[src/hw/rtl/mntc_pkg.sv]
`timescale 1ns / 1ps
// ----------------------------------------------------------------------------
// Mixed number compare package
// Shared types, codes and widths for the tagged number comparator.
// ----------------------------------------------------------------------------
package mntc_pkg;

    localparam int unsigned BitsW = 64;
    localparam int unsigned ExpW  = 13;   // signed exponent, range -1137..971

    typedef enum logic [1:0] {
        KIND_UNSIGNED = 2'd0,
        KIND_SIGNED   = 2'd1,
        KIND_DOUBLE   = 2'd2
    } t_kind;

    typedef enum logic [1:0] {
        ORD_LESS    = 2'd0,
        ORD_EQUAL   = 2'd1,
        ORD_GREATER = 2'd2
    } t_order;

    // Operand after decoding, before normalization.
    typedef struct packed {
        logic              neg;
        logic              inf;
        logic              nan;
        logic [BitsW-1:0]  mag;
        logic [ExpW-1:0]   exp;
    } t_raw;

    // Operand after normalization: mag has bit 63 set, or is zero.
    typedef struct packed {
        logic              neg;
        logic              inf;
        logic              nan;
        logic              zero;
        logic [BitsW-1:0]  mag;
        logic [ExpW-1:0]   exp;
    } t_norm;

endpackage

[src/hw/rtl/mntc_if.sv]
`timescale 1ns / 1ps
// ----------------------------------------------------------------------------
// Mixed number compare channels
// Valid/ready channels for operand pairs and for compare results.
// ----------------------------------------------------------------------------
interface mntc_in_if;
    logic        valid;
    logic        ready;
    logic [1:0]  kind_a;
    logic [63:0] bits_a;
    logic [1:0]  kind_b;
    logic [63:0] bits_b;
    modport source (output valid, kind_a, bits_a, kind_b, bits_b, input ready);
    modport sink   (input valid, kind_a, bits_a, kind_b, bits_b, output ready);
endinterface

interface mntc_out_if;
    logic       valid;
    logic       ready;
    logic [1:0] order;
    logic       unordered;
    modport source (output valid, order, unordered, input ready);
    modport sink   (input valid, order, unordered, output ready);
endinterface

[src/hw/rtl/mntc_decode.sv]
`timescale 1ns / 1ps
// ----------------------------------------------------------------------------
// Operand decoder
// Turns a kind and payload into sign, magnitude and binary exponent.
// ----------------------------------------------------------------------------
module mntc_decode (
    input  logic [1:0]                 i_kind,
    input  logic [mntc_pkg::BitsW-1:0] i_bits,
    output mntc_pkg::t_raw             o_raw
);

    logic [10:0] w_ex;
    logic [51:0] w_fr;

    assign w_ex = i_bits[62:52];
    assign w_fr = i_bits[51:0];

    always_comb begin
        o_raw = '0;
        if (i_kind[1]) begin
            o_raw.neg = i_bits[63];
            if (w_ex == 11'h7ff) begin
                if (w_fr != '0) begin
                    o_raw.nan = 1'b1;
                    o_raw.neg = 1'b0;
                end else begin
                    o_raw.inf = 1'b1;
                end
            end else if (w_ex == 11'd0) begin
                o_raw.mag = {12'd0, w_fr};
                o_raw.exp = -13'sd1074;
            end else begin
                o_raw.mag = {11'd0, 1'b1, w_fr};
                o_raw.exp = {2'b00, w_ex} - 13'd1075;
            end
        end else if (i_kind[0]) begin
            o_raw.neg = i_bits[63];
            o_raw.mag = i_bits[63] ? (64'd0 - i_bits) : i_bits;
        end else begin
            o_raw.mag = i_bits;
        end
    end

endmodule

[src/hw/rtl/mntc_norm.sv]
`timescale 1ns / 1ps
// ----------------------------------------------------------------------------
// Operand normalizer
// Shifts the magnitude left until bit 63 is set and adjusts the exponent.
// ----------------------------------------------------------------------------
module mntc_norm (
    input  mntc_pkg::t_raw  i_raw,
    output mntc_pkg::t_norm o_norm
);

    logic [6:0] w_lz;

    // Leading zero count, priority from the top.
    always_comb begin
        w_lz = 7'd0;
        for (int k = 0; k < 64; k++) begin
            if (i_raw.mag[k]) begin
                w_lz = 7'(63 - k);
            end
        end
    end

    always_comb begin
        o_norm.neg  = i_raw.neg && (i_raw.mag != '0 || i_raw.inf);
        o_norm.inf  = i_raw.inf;
        o_norm.nan  = i_raw.nan;
        o_norm.zero = (i_raw.mag == '0) && !i_raw.inf && !i_raw.nan;
        o_norm.mag  = i_raw.mag << w_lz[5:0];
        o_norm.exp  = i_raw.exp - {6'd0, w_lz};
    end

endmodule

[src/hw/rtl/mixed_type_number_compare_top.sv]
`timescale 1ns / 1ps
// ----------------------------------------------------------------------------
// Mixed type number compare
// Exact three-way order of two tagged numbers (unsigned, signed or double).
// ----------------------------------------------------------------------------
// Each accepted input beat passes through four registered stages to its result beat.
// Throughput: one pair per cycle; the four stages advance together whenever
// the output register is empty or taken, so nothing is lost on a stall.
// Reset: i_rst_n clears all stage valid bits; payload registers are not reset.
// Stages: decode, normalize, partial compares, final order.
module mixed_type_number_compare_top (
    input  logic        i_clk,
    input  logic        i_rst_n,
    mntc_in_if.sink     i_in,
    mntc_out_if.source  o_out
);

    // Pipeline advances when the last stage is empty or being drained.
    logic w_adv;
    assign w_adv = !o_out.valid || o_out.ready;
    assign i_in.ready = w_adv;

    // ---- Stage 1: decode both operands.
    mntc_pkg::t_raw w_raw_a, w_raw_b;
    mntc_pkg::t_raw r_raw_a, r_raw_b;
    logic r_v1;

    mntc_decode u_dec_a (.i_kind(i_in.kind_a), .i_bits(i_in.bits_a), .o_raw(w_raw_a));
    mntc_decode u_dec_b (.i_kind(i_in.kind_b), .i_bits(i_in.bits_b), .o_raw(w_raw_b));

    // ---- Stage 2: normalize.
    mntc_pkg::t_norm w_nrm_a, w_nrm_b;
    mntc_pkg::t_norm r_nrm_a, r_nrm_b;
    logic r_v2;

    mntc_norm u_nrm_a (.i_raw(r_raw_a), .o_norm(w_nrm_a));
    mntc_norm u_nrm_b (.i_raw(r_raw_b), .o_norm(w_nrm_b));

    // ---- Stage 3: independent magnitude compares, registered as flags.
    logic r_v3, r_nan, r_neg_a, r_neg_b;
    logic r_inf_a, r_inf_b, r_zero_a, r_zero_b;
    logic r_exp_gt, r_exp_lt, r_mag_gt, r_mag_lt;

    // ---- Stage 4: output register.
    logic [1:0] r_order;
    logic       r_unord;
    logic       r_v4;

    // Magnitude order as -1/0/+1 coded by less and greater flags.
    logic w_mlt, w_mgt;
    logic [1:0] n_order;

    always_comb begin
        w_mlt = 1'b0;
        w_mgt = 1'b0;
        if (r_inf_a || r_inf_b) begin
            w_mgt = r_inf_a && !r_inf_b;
            w_mlt = r_inf_b && !r_inf_a;
        end else if (r_zero_a || r_zero_b) begin
            w_mgt = !r_zero_a;
            w_mlt = !r_zero_b;
        end else if (r_exp_gt || r_exp_lt) begin
            w_mgt = r_exp_gt;
            w_mlt = r_exp_lt;
        end else begin
            w_mgt = r_mag_gt;
            w_mlt = r_mag_lt;
        end

        if (r_nan) begin
            n_order = mntc_pkg::ORD_EQUAL;
        end else if (r_neg_a && !r_neg_b) begin
            n_order = mntc_pkg::ORD_LESS;
        end else if (!r_neg_a && r_neg_b) begin
            n_order = mntc_pkg::ORD_GREATER;
        end else if (r_neg_a ? w_mgt : w_mlt) begin
            n_order = mntc_pkg::ORD_LESS;
        end else if (r_neg_a ? w_mlt : w_mgt) begin
            n_order = mntc_pkg::ORD_GREATER;
        end else begin
            n_order = mntc_pkg::ORD_EQUAL;
        end
    end

    always_ff @(posedge i_clk) begin
        if (w_adv) begin
            r_raw_a  <= w_raw_a;
            r_raw_b  <= w_raw_b;
            r_nrm_a  <= w_nrm_a;
            r_nrm_b  <= w_nrm_b;
            r_nan    <= r_nrm_a.nan || r_nrm_b.nan;
            r_neg_a  <= r_nrm_a.neg;
            r_neg_b  <= r_nrm_b.neg;
            r_inf_a  <= r_nrm_a.inf;
            r_inf_b  <= r_nrm_b.inf;
            r_zero_a <= r_nrm_a.zero;
            r_zero_b <= r_nrm_b.zero;
            r_exp_gt <= $signed(r_nrm_a.exp) > $signed(r_nrm_b.exp);
            r_exp_lt <= $signed(r_nrm_a.exp) < $signed(r_nrm_b.exp);
            r_mag_gt <= r_nrm_a.mag > r_nrm_b.mag;
            r_mag_lt <= r_nrm_a.mag < r_nrm_b.mag;
            r_order  <= n_order;
            r_unord  <= r_nan;
        end
    end

    always_ff @(posedge i_clk) begin
        if (!i_rst_n) begin
            r_v1 <= 1'b0;
            r_v2 <= 1'b0;
            r_v3 <= 1'b0;
            r_v4 <= 1'b0;
        end else if (w_adv) begin
            r_v1 <= i_in.valid;
            r_v2 <= r_v1;
            r_v3 <= r_v2;
            r_v4 <= r_v3;
        end
    end

    assign o_out.valid     = r_v4;
    assign o_out.order     = r_order;
    assign o_out.unordered = r_unord;

    // An unordered result always reports equal.
    a_nan_equal: assert property (@(posedge i_clk) disable iff (!i_rst_n)
        o_out.valid && o_out.unordered |-> o_out.order == mntc_pkg::ORD_EQUAL)
        else $error("unordered result not equal");

    // A stalled result holds its order.
    a_hold: assert property (@(posedge i_clk) disable iff (!i_rst_n)
        o_out.valid && !o_out.ready |=> o_out.valid && $stable(o_out.order))
        else $error("stalled result changed");

    // Order code is always one of the three defined values.
    a_code: assert property (@(posedge i_clk) disable iff (!i_rst_n)
        o_out.valid |-> (o_out.order == mntc_pkg::ORD_LESS ||
                         o_out.order == mntc_pkg::ORD_EQUAL ||
                         o_out.order == mntc_pkg::ORD_GREATER))
        else $error("bad order code");

    // A beat held in stage 3 moves into the output stage when the pipeline advances.
    a_flow: assert property (@(posedge i_clk) disable iff (!i_rst_n)
        w_adv && r_v3 |=> r_v4)
        else $error("pipeline lost a beat");

endmodule
[src/flat_wrapper.sv]
// flat-port wrapper written by rule: the top's interface ports become plain ports
module mixed_type_number_compare_top_flat 
  (i_clk, i_rst_n, i_in_valid, i_in_kind_a, i_in_bits_a, i_in_kind_b, i_in_bits_b, i_in_ready, o_out_valid, o_out_order, o_out_unordered, o_out_ready);
  mntc_in_if i_in_i ();
  mntc_out_if o_out_i ();
  input  logic i_clk;
  input  logic i_rst_n;
  input wire logic [$bits(i_in_i.valid)-1:0] i_in_valid;
  input wire logic [$bits(i_in_i.kind_a)-1:0] i_in_kind_a;
  input wire logic [$bits(i_in_i.bits_a)-1:0] i_in_bits_a;
  input wire logic [$bits(i_in_i.kind_b)-1:0] i_in_kind_b;
  input wire logic [$bits(i_in_i.bits_b)-1:0] i_in_bits_b;
  output wire logic [$bits(i_in_i.ready)-1:0] i_in_ready;
  output wire logic [$bits(o_out_i.valid)-1:0] o_out_valid;
  output wire logic [$bits(o_out_i.order)-1:0] o_out_order;
  output wire logic [$bits(o_out_i.unordered)-1:0] o_out_unordered;
  input wire logic [$bits(o_out_i.ready)-1:0] o_out_ready;
  assign i_in_i.valid = i_in_valid;
  assign i_in_i.kind_a = i_in_kind_a;
  assign i_in_i.bits_a = i_in_bits_a;
  assign i_in_i.kind_b = i_in_kind_b;
  assign i_in_i.bits_b = i_in_bits_b;
  assign i_in_ready = i_in_i.ready;
  assign o_out_valid = o_out_i.valid;
  assign o_out_order = o_out_i.order;
  assign o_out_unordered = o_out_i.unordered;
  assign o_out_i.ready = o_out_ready;
  mixed_type_number_compare_top u_core (.i_clk(i_clk), .i_rst_n(i_rst_n), .i_in(i_in_i), .o_out(o_out_i));
endmodule
[config.mk]
export PLATFORM = sky130hd
export DESIGN_NAME = mixed_type_number_compare_top_flat
export DESIGN_NICKNAME = d
export VERILOG_FILES = /design/src/hw/rtl/mntc_pkg.sv /design/src/hw/rtl/mntc_if.sv /design/src/hw/rtl/mntc_decode.sv /design/src/hw/rtl/mntc_norm.sv /design/src/hw/rtl/mixed_type_number_compare_top.sv /design/src/flat_wrapper.sv
export SDC_FILE = /design/constraint.sdc
export NUM_CORES = 1
export LEC_CHECK = 0
export ABC_CLOCK_PERIOD_IN_PS = 19890
export BUFFER_PORTS_ARGS = -buffer_cell sky130_fd_sc_hd__buf_2
export CORE_UTILIZATION = 60
export DETAILED_ROUTE_END_ITERATION = 10
export HOLD_SLACK_MARGIN = 0.1
export PLACE_DENSITY_LB_ADDON = 0.05
export SLEW_MARGIN = 20
export SYNTH_ARGS = -nofsm -noshare
export SYNTH_HDL_FRONTEND = slang
export SYNTH_SLANG_ARGS = --single-unit
[constraint.sdc]
create_clock -name i_clk -period 19.89 [get_ports i_clk]
set_clock_uncertainty 0.05 [all_clocks]
set_input_delay 5.967 -clock i_clk [delete_from_list [all_inputs] [get_ports i_clk]]
set_output_delay 5.967 -clock i_clk [all_outputs]
set_load 0.01 [all_outputs]
# --- Word level (Yosys, flattened, before mapping) ---
# Cells that the tools add are included.
# W data, S select, Z words.
classes:
  magnitude_cmp: 4
  reduce_logical: 43
  eq_ne: 2
  muxes: 162
  addsub: 6
  n_bitwise: 2
  n_shift: 2
ops:
  columns: ["cell", "count"]
  rows:
  - ["$mux W7", 126]
  - ["$mux W64", 6]
  - ["$mux W77", 2]
  - ["$mux W66", 2]
  - ["$logic_not A64 Y1", 2]
  - ["$reduce_bool A64 Y1", 2]
  - ["$shl A64 B6 Y64", 2]
  - ["$sub A1 B64 Y64 const A", 2]
  - ["$reduce_bool A52 Y1", 2]
  - ["$gt A64 B64 Y1", 1]
  - ["$lt A64 B64 Y1", 1]
  - ["$sub A13 B7 Y13", 2]
  - ["$sub A11 B11 Y12 const B", 2]
  - ["$eq A11 B11 Y1 const B", 2]
  - ["$logic_not A11 Y1", 2]
  - ["$mux W1", 19]
  - ["$gt A13 B13 Y1", 1]
  - ["$lt A13 B13 Y1", 1]
  - ["$mux W6", 2]
  - ["$logic_not A1 Y1", 11]
  - ["$logic_and A1 B1 Y1", 10]
  - ["$logic_or A1 B1 Y1", 7]
  - ["$mux W2", 3]
  - ["$mux W3", 2]
  - ["4 further kinds", 9]
word_totals:
  out_inout_bits: 5
  elab_cells: 263
  regBits: 340
  input_bits: 136

# --- Longest topological paths before layout ---
depth:
  ltp_word: 65
  depth_mapped: 19
  mapped_depth_nobuf: 16

# --- Modules after synthesis ---
# A second synthesis with hierarchy kept.
hier_totals:
  cells_unflattened: 3125
  hier_area_um2: 28357.2
by_module_without_submodules:
  columns: ["mod", "instances", "area_per_inst_um2", "seq_area_each_um2", "cells_per_inst"]
  rows:
  - ["mixed_type_number_compare_top", 1, 12303.0, 10169.8, 639]
  - ["mntc_norm at u_core.u_nrm_a", 1, 6213.5, 0.0, 934]
  - ["mntc_norm at u_core.u_nrm_b", 1, 5439.0, 0.0, 814]
  - ["mntc_decode", 2, 2200.9, 0.0, 369]

# --- Least setup slack after synthesis ---
# OpenSTA, ideal clock, no wires.
synth_path:
  path_kind: "input port to output port"
  start: "in o_out_ready"
  end: "out i_in_ready"
  setup_slack_ns: 1.225
  t_required_ns: 13.873
  arrival_time_ns: 12.648
  n_path_buf: 1
  path_stages: 3
  path_cell_list: "nor2b_1 -> clkbuf_1 -> inv_1"
synth_via:
  elab_chain_len: 1
synth_lines:
  columns: ["element", "line_no", "text"]
  rows:
  - ["start, declared", "flat_wrapper.sv:17", "input wire logic [$bits(o_out_i.ready)-1:0] o_out_ready;"]
  - ["$logic_or A1 B1 Y1", "mixed_type_number_compare_top.sv:20", "assign w_adv = !o_out.valid || o_out.ready;"]
  - ["end, declared", "flat_wrapper.sv:13", "output wire logic [$bits(i_in_i.ready)-1:0] i_in_ready;"]
# No other way between the ends.

# --- Worst setup path after layout ---
# Same ends and word-level chain as after synthesis.

==> metrics.log <==
[metrics] routed len/inst: 22.2 um
[metrics] starting density of the core: 0.611
[metrics] maximum count of clock buffers along a single path: 3
[metrics] register bit total from synthesis: 338
[metrics] fin util: 0.662
[metrics] netlist area before placement: ~26000 um2
[metrics] Routability Congestion: 1.01
[metrics] highest-delay cell along the critical path: sky130_fd_sc_hd__nor2b_1
[metrics] final count of pins violating max slew: 0
[metrics] vias in the first global route: 22821
[metrics] setup repair after global routing missed its margin: no
[metrics] mean cell area of the mapped netlist: 8.90 um2
[metrics] cell count after synthesis: 2971
[metrics] vertical die dimension: around 210 um
[metrics] PnR worst setup slack: 6.68 ns
[metrics] pre-CTS setup slack: 6.69 ns
[metrics] overall global routing resource usage: 0.356
[metrics] Die Outline Area: 44900 um2
[metrics] number of flops mapped to enable cells by yosys: ~330
[metrics] ratio of cells with drive above 1 in the final layout: 0.111
[metrics] total detailed-routing wirelength: 80.4 mm
[metrics] Final Hold Viols: 0
[metrics] total CTS buffers: 37
[metrics] DRC violation total after the first TritonRoute iteration: 2653
[metrics] sequential share of power: 0.362
[metrics] count of nets after finishing: 3232
[metrics] Sw Pwr: 1.10 mW
[metrics] Synth async-reset ratio: 0
[metrics] wire length of the first global-routing pass: 125 mm
[metrics] detailed-route via count: between 20000 and 25000
[metrics] Worst path most repeated cell: sky130_fd_sc_hd__buf_2
[metrics] CP cell instances: buf_2, nor2b_1, inv_8, buf_2
[metrics] clock tree from TritonCTS: done
[metrics] number of antenna violations at the first check in global routing: 4
[metrics] Setup-failing EPs final: 0
[metrics] synthesized netlist net count: 3204
[metrics] antenna diode count: 0
[metrics] Leak: 11.6 nW
[metrics] crit path DAT: 7.19 ns
[metrics] transition time at the pin with the least slew margin: approximately 1.1 ns
[metrics] distinct cell type count of the synthesized netlist: ~100
[metrics] fin crit period: 13.21 ns
[metrics] fraction of power spent switching nets: 0.374
[metrics] count of pins on the block boundary: 141
[metrics] Max VDD drop: 0.0912 mV
[metrics] relative contribution of the clock network to total power: 0.240
[metrics] Die W: 212 um
[metrics] CP Class: input pin to output port
[metrics] Worst Path Required: 13.87 ns
[metrics] post-route DRC violation count: 0
[metrics] Worst slew margin: 0.259
[metrics] number of gates resized after CTS: 0
[metrics] root buffer cell: sky130_fd_sc_hd__clkbuf_16
[metrics] power share of the combinational group: 0.398
[metrics] number of buffers added for setup after CTS: 0
[metrics] power per unit of standard cell area: 103 nW/um2
[metrics] Synth Warn #: 0
[metrics] clk sink count: 338
[metrics] number of filler instances in the final layout: 3575
[metrics] cell internal pwr: 1.85 mW
[metrics] count of input and output buffers: 140
[metrics] final critical-path share of the clock period: 0.664
[metrics] maximum level of the CTS H-tree: 2
[metrics] max capacitance violation total: 0
[metrics] setup total negative slack: 0 ns
[metrics] run status: complete, no violations
[metrics] leftover overflow at the end of global routing: 0
[metrics] clock input transition at the sequential cells of the worst setup and hold paths: 0.06 ns
[metrics] Floorplan Core Area: ~43000 um2
[metrics] fraction of the yosys area taken by sequential cells: 0.382
[metrics] Hold Worst Slack: 0.371 ns
[metrics] crit path max fanout: 58
[metrics] number of rows in the core area: 76
[metrics] synthesis-to-layout area growth: 8.35%
[metrics] main flop type after synthesis: sky130_fd_sc_hd__edfxtp_1
[metrics] highest achievable clock rate: 75.7 MHz
[metrics] count of nets left with antenna violations after detail routing: 0
[metrics] Skew-Pair Late Insertion Delay: 0.56 ns
[metrics] HP Class: register to register
[metrics] Initial DRT Pass Iterations: 6
[metrics] largest net degree at the start of global routing: 84
[metrics] type of element launching the critical path: input pin
[metrics] largest stage delay on the critical path: 0.54 ns
[metrics] placed wire-length estimate: 60.0 mm
[metrics] vias per cell: 6.75
[metrics] nature of the critical path endpoint: output port
[metrics] hold-fix buffers at CTS: 0
-- through the flow --
step	area, um2	instances	total power, mW
global route	28700	3612	3.10
finish	28700	3612	2.95
floorplan	26500	2971	1.84
CTS	28700	3612	2.93
detailed placement	27400	3545	2.21
global placement	27400	3545	2.17
-- routing by layer --
layer / GRT usage / share of wire / up-vias
met5: 0 / 0.00071 / -
met4: 0.147 / 0.041 / 8
met3: 0.0567 / 0.079 / 223
met2: 0.582 / 0.46 / 1194
met1: 0.470 / 0.42 / 11622
li1: - / - / 11338
-- layout by cell type (no fill, tap or decap), types with 22 or more instances in the layout --
| master | synthesis | routed |
|---|---|---|
| sky130_fd_sc_hd__a211oi_1 | 62 | 62 |
| sky130_fd_sc_hd__a21o_1 | 49 | 49 |
| sky130_fd_sc_hd__a21oi_1 | 139 | 139 |
| sky130_fd_sc_hd__a22oi_1 | 62 | 62 |
| sky130_fd_sc_hd__buf_2 | 21 | 140 |
| sky130_fd_sc_hd__buf_4 | 7 | 33 |
| sky130_fd_sc_hd__clkbuf_16 | 0 | 37 |
| sky130_fd_sc_hd__edfxtp_1 | 334 | 334 |
| sky130_fd_sc_hd__ha_1 | 95 | 95 |
| sky130_fd_sc_hd__inv_1 | 139 | 138 |
| sky130_fd_sc_hd__mux2_2 | 38 | 38 |
| sky130_fd_sc_hd__mux2i_1 | 211 | 211 |
| sky130_fd_sc_hd__nand2_1 | 310 | 310 |
| sky130_fd_sc_hd__nand2b_1 | 22 | 22 |
| sky130_fd_sc_hd__nand3_1 | 107 | 107 |
| sky130_fd_sc_hd__nand4_1 | 31 | 31 |
| sky130_fd_sc_hd__nor2_1 | 264 | 263 |
| sky130_fd_sc_hd__nor2b_1 | 25 | 25 |
| sky130_fd_sc_hd__nor3_1 | 85 | 83 |
| sky130_fd_sc_hd__nor4_1 | 53 | 53 |
| sky130_fd_sc_hd__o211ai_1 | 41 | 41 |
| sky130_fd_sc_hd__o21a_1 | 28 | 27 |
| sky130_fd_sc_hd__o21ai_0 | 248 | 247 |
| sky130_fd_sc_hd__o221ai_1 | 24 | 24 |
| sky130_fd_sc_hd__o22ai_1 | 25 | 25 |
| sky130_fd_sc_hd__o31ai_1 | 53 | 53 |
| sky130_fd_sc_hd__or3_1 | 23 | 23 |
| sky130_fd_sc_hd__xnor2_1 | 24 | 24 |
| sky130_fd_sc_hd__xor2_1 | 31 | 31 |
-- critical path: cells and delay by family --
family	cells	cell delay [ns]
buf+inv	3	0.62
simple gates	1	0.54
-- worst paths after layout --
check,startpoint,to,slack (ns),depth (start not counted)
min,u_core.r_nrm_b[79],u_core.r_inf_b,0.37,0
min reg2reg,u_core.r_nrm_b[79],u_core.r_inf_b,0.37,0
max reg2reg,u_core.r_raw_a[17],u_core.r_nrm_a[45],14.62,14
max,o_out_ready,i_in_ready,6.68,4
-- power groups by stage --
stage | Combinational, mW | Sequential, mW | Clock [mW]
after CTS | 1.14 | 1.07 | 0.716
final | 1.17 | 1.07 | 0.708
after detailed placement | 1.13 | 1.08 | 0
after global placement | 1.10 | 1.07 | 0
after floorplan | 0.801 | 1.04 | 0
after global routing | 1.27 | 1.08 | 0.740
-- sequential cells by signal (all words and copies together), names as in the netlist --
name                    cells
u_core.r_nan                1
u_core.r_mag_lt             1
u_core.r_raw_b             79
u_core.r_exp_lt             1
u_core.r_v2                 1
u_core.r_raw_a             79
u_core.r_nrm_b             81
u_core.r_neg_a              1
u_core.r_inf_b              1
u_core.r_nrm_a             81
u_core.r_inf_a              1
u_core.r_exp_gt             1
u_core.r_v3                 1
u_core.r_zero_b             1
u_core.r_mag_gt             1
u_core.r_v1                 1
u_core.o_out.valid          1
u_core.r_zero_a             1
u_core.o_out.order          2
u_core.o_out.unordered      1
u_core.r_neg_b              1
-- synthesized netlist by cell type (38+ instances only) --
| master | n | area share |
|---|---|---|
| sky130_fd_sc_hd__o21ai_0 | 248 | 0.047 |
| sky130_fd_sc_hd__edfxtp_1 | 334 | 0.38 |
| sky130_fd_sc_hd__nor2_1 | 264 | 0.037 |
| sky130_fd_sc_hd__inv_1 | 139 | 0.020 |
| sky130_fd_sc_hd__clkbuf_1 | 142 | 0.020 |
| sky130_fd_sc_hd__a22oi_1 | 62 | 0.018 |
| sky130_fd_sc_hd__a211oi_1 | 62 | 0.018 |
| sky130_fd_sc_hd__nor3_1 | 85 | 0.016 |
| sky130_fd_sc_hd__a21oi_1 | 139 | 0.026 |
| sky130_fd_sc_hd__a21o_1 | 49 | 0.014 |
| sky130_fd_sc_hd__mux2i_1 | 211 | 0.080 |
| sky130_fd_sc_hd__ha_1 | 95 | 0.045 |
| sky130_fd_sc_hd__nand2_1 | 310 | 0.044 |
| sky130_fd_sc_hd__nor4_1 | 53 | 0.013 |
| sky130_fd_sc_hd__o211ai_1 | 41 | 0.012 |
| sky130_fd_sc_hd__mux2_2 | 38 | 0.016 |
| sky130_fd_sc_hd__o31ai_1 | 53 | 0.015 |
| sky130_fd_sc_hd__nand3_1 | 107 | 0.020 |
-- cells by family after synthesis --
group	count (synthesis)	share of synthesized area
xor+xnor	55	0.0182
simple gates	1012	0.182
fa+ha+maj	97	0.0464
mux	251	0.0977
compound gates	889	0.224
flops	338	0.382
buf+inv	329	0.0498
-- final cells by class --
type / instances / area, um2 / share of cell area
Clock inverter: 20 / 268 / 0.00934
Tap cell: 585 / 732 / 0.0255
Sequential cell: 338 / 10100 / 0.353
Inverter: 145 / 552 / 0.0193
Clock buffer: 47 / 973 / 0.0340
Timing Repair Buffer: 173 / 948 / 0.0331
Multi-Input combinational cell: 2304 / 15100 / 0.526
Note: power is estimated with default switching activity, not from simulation.
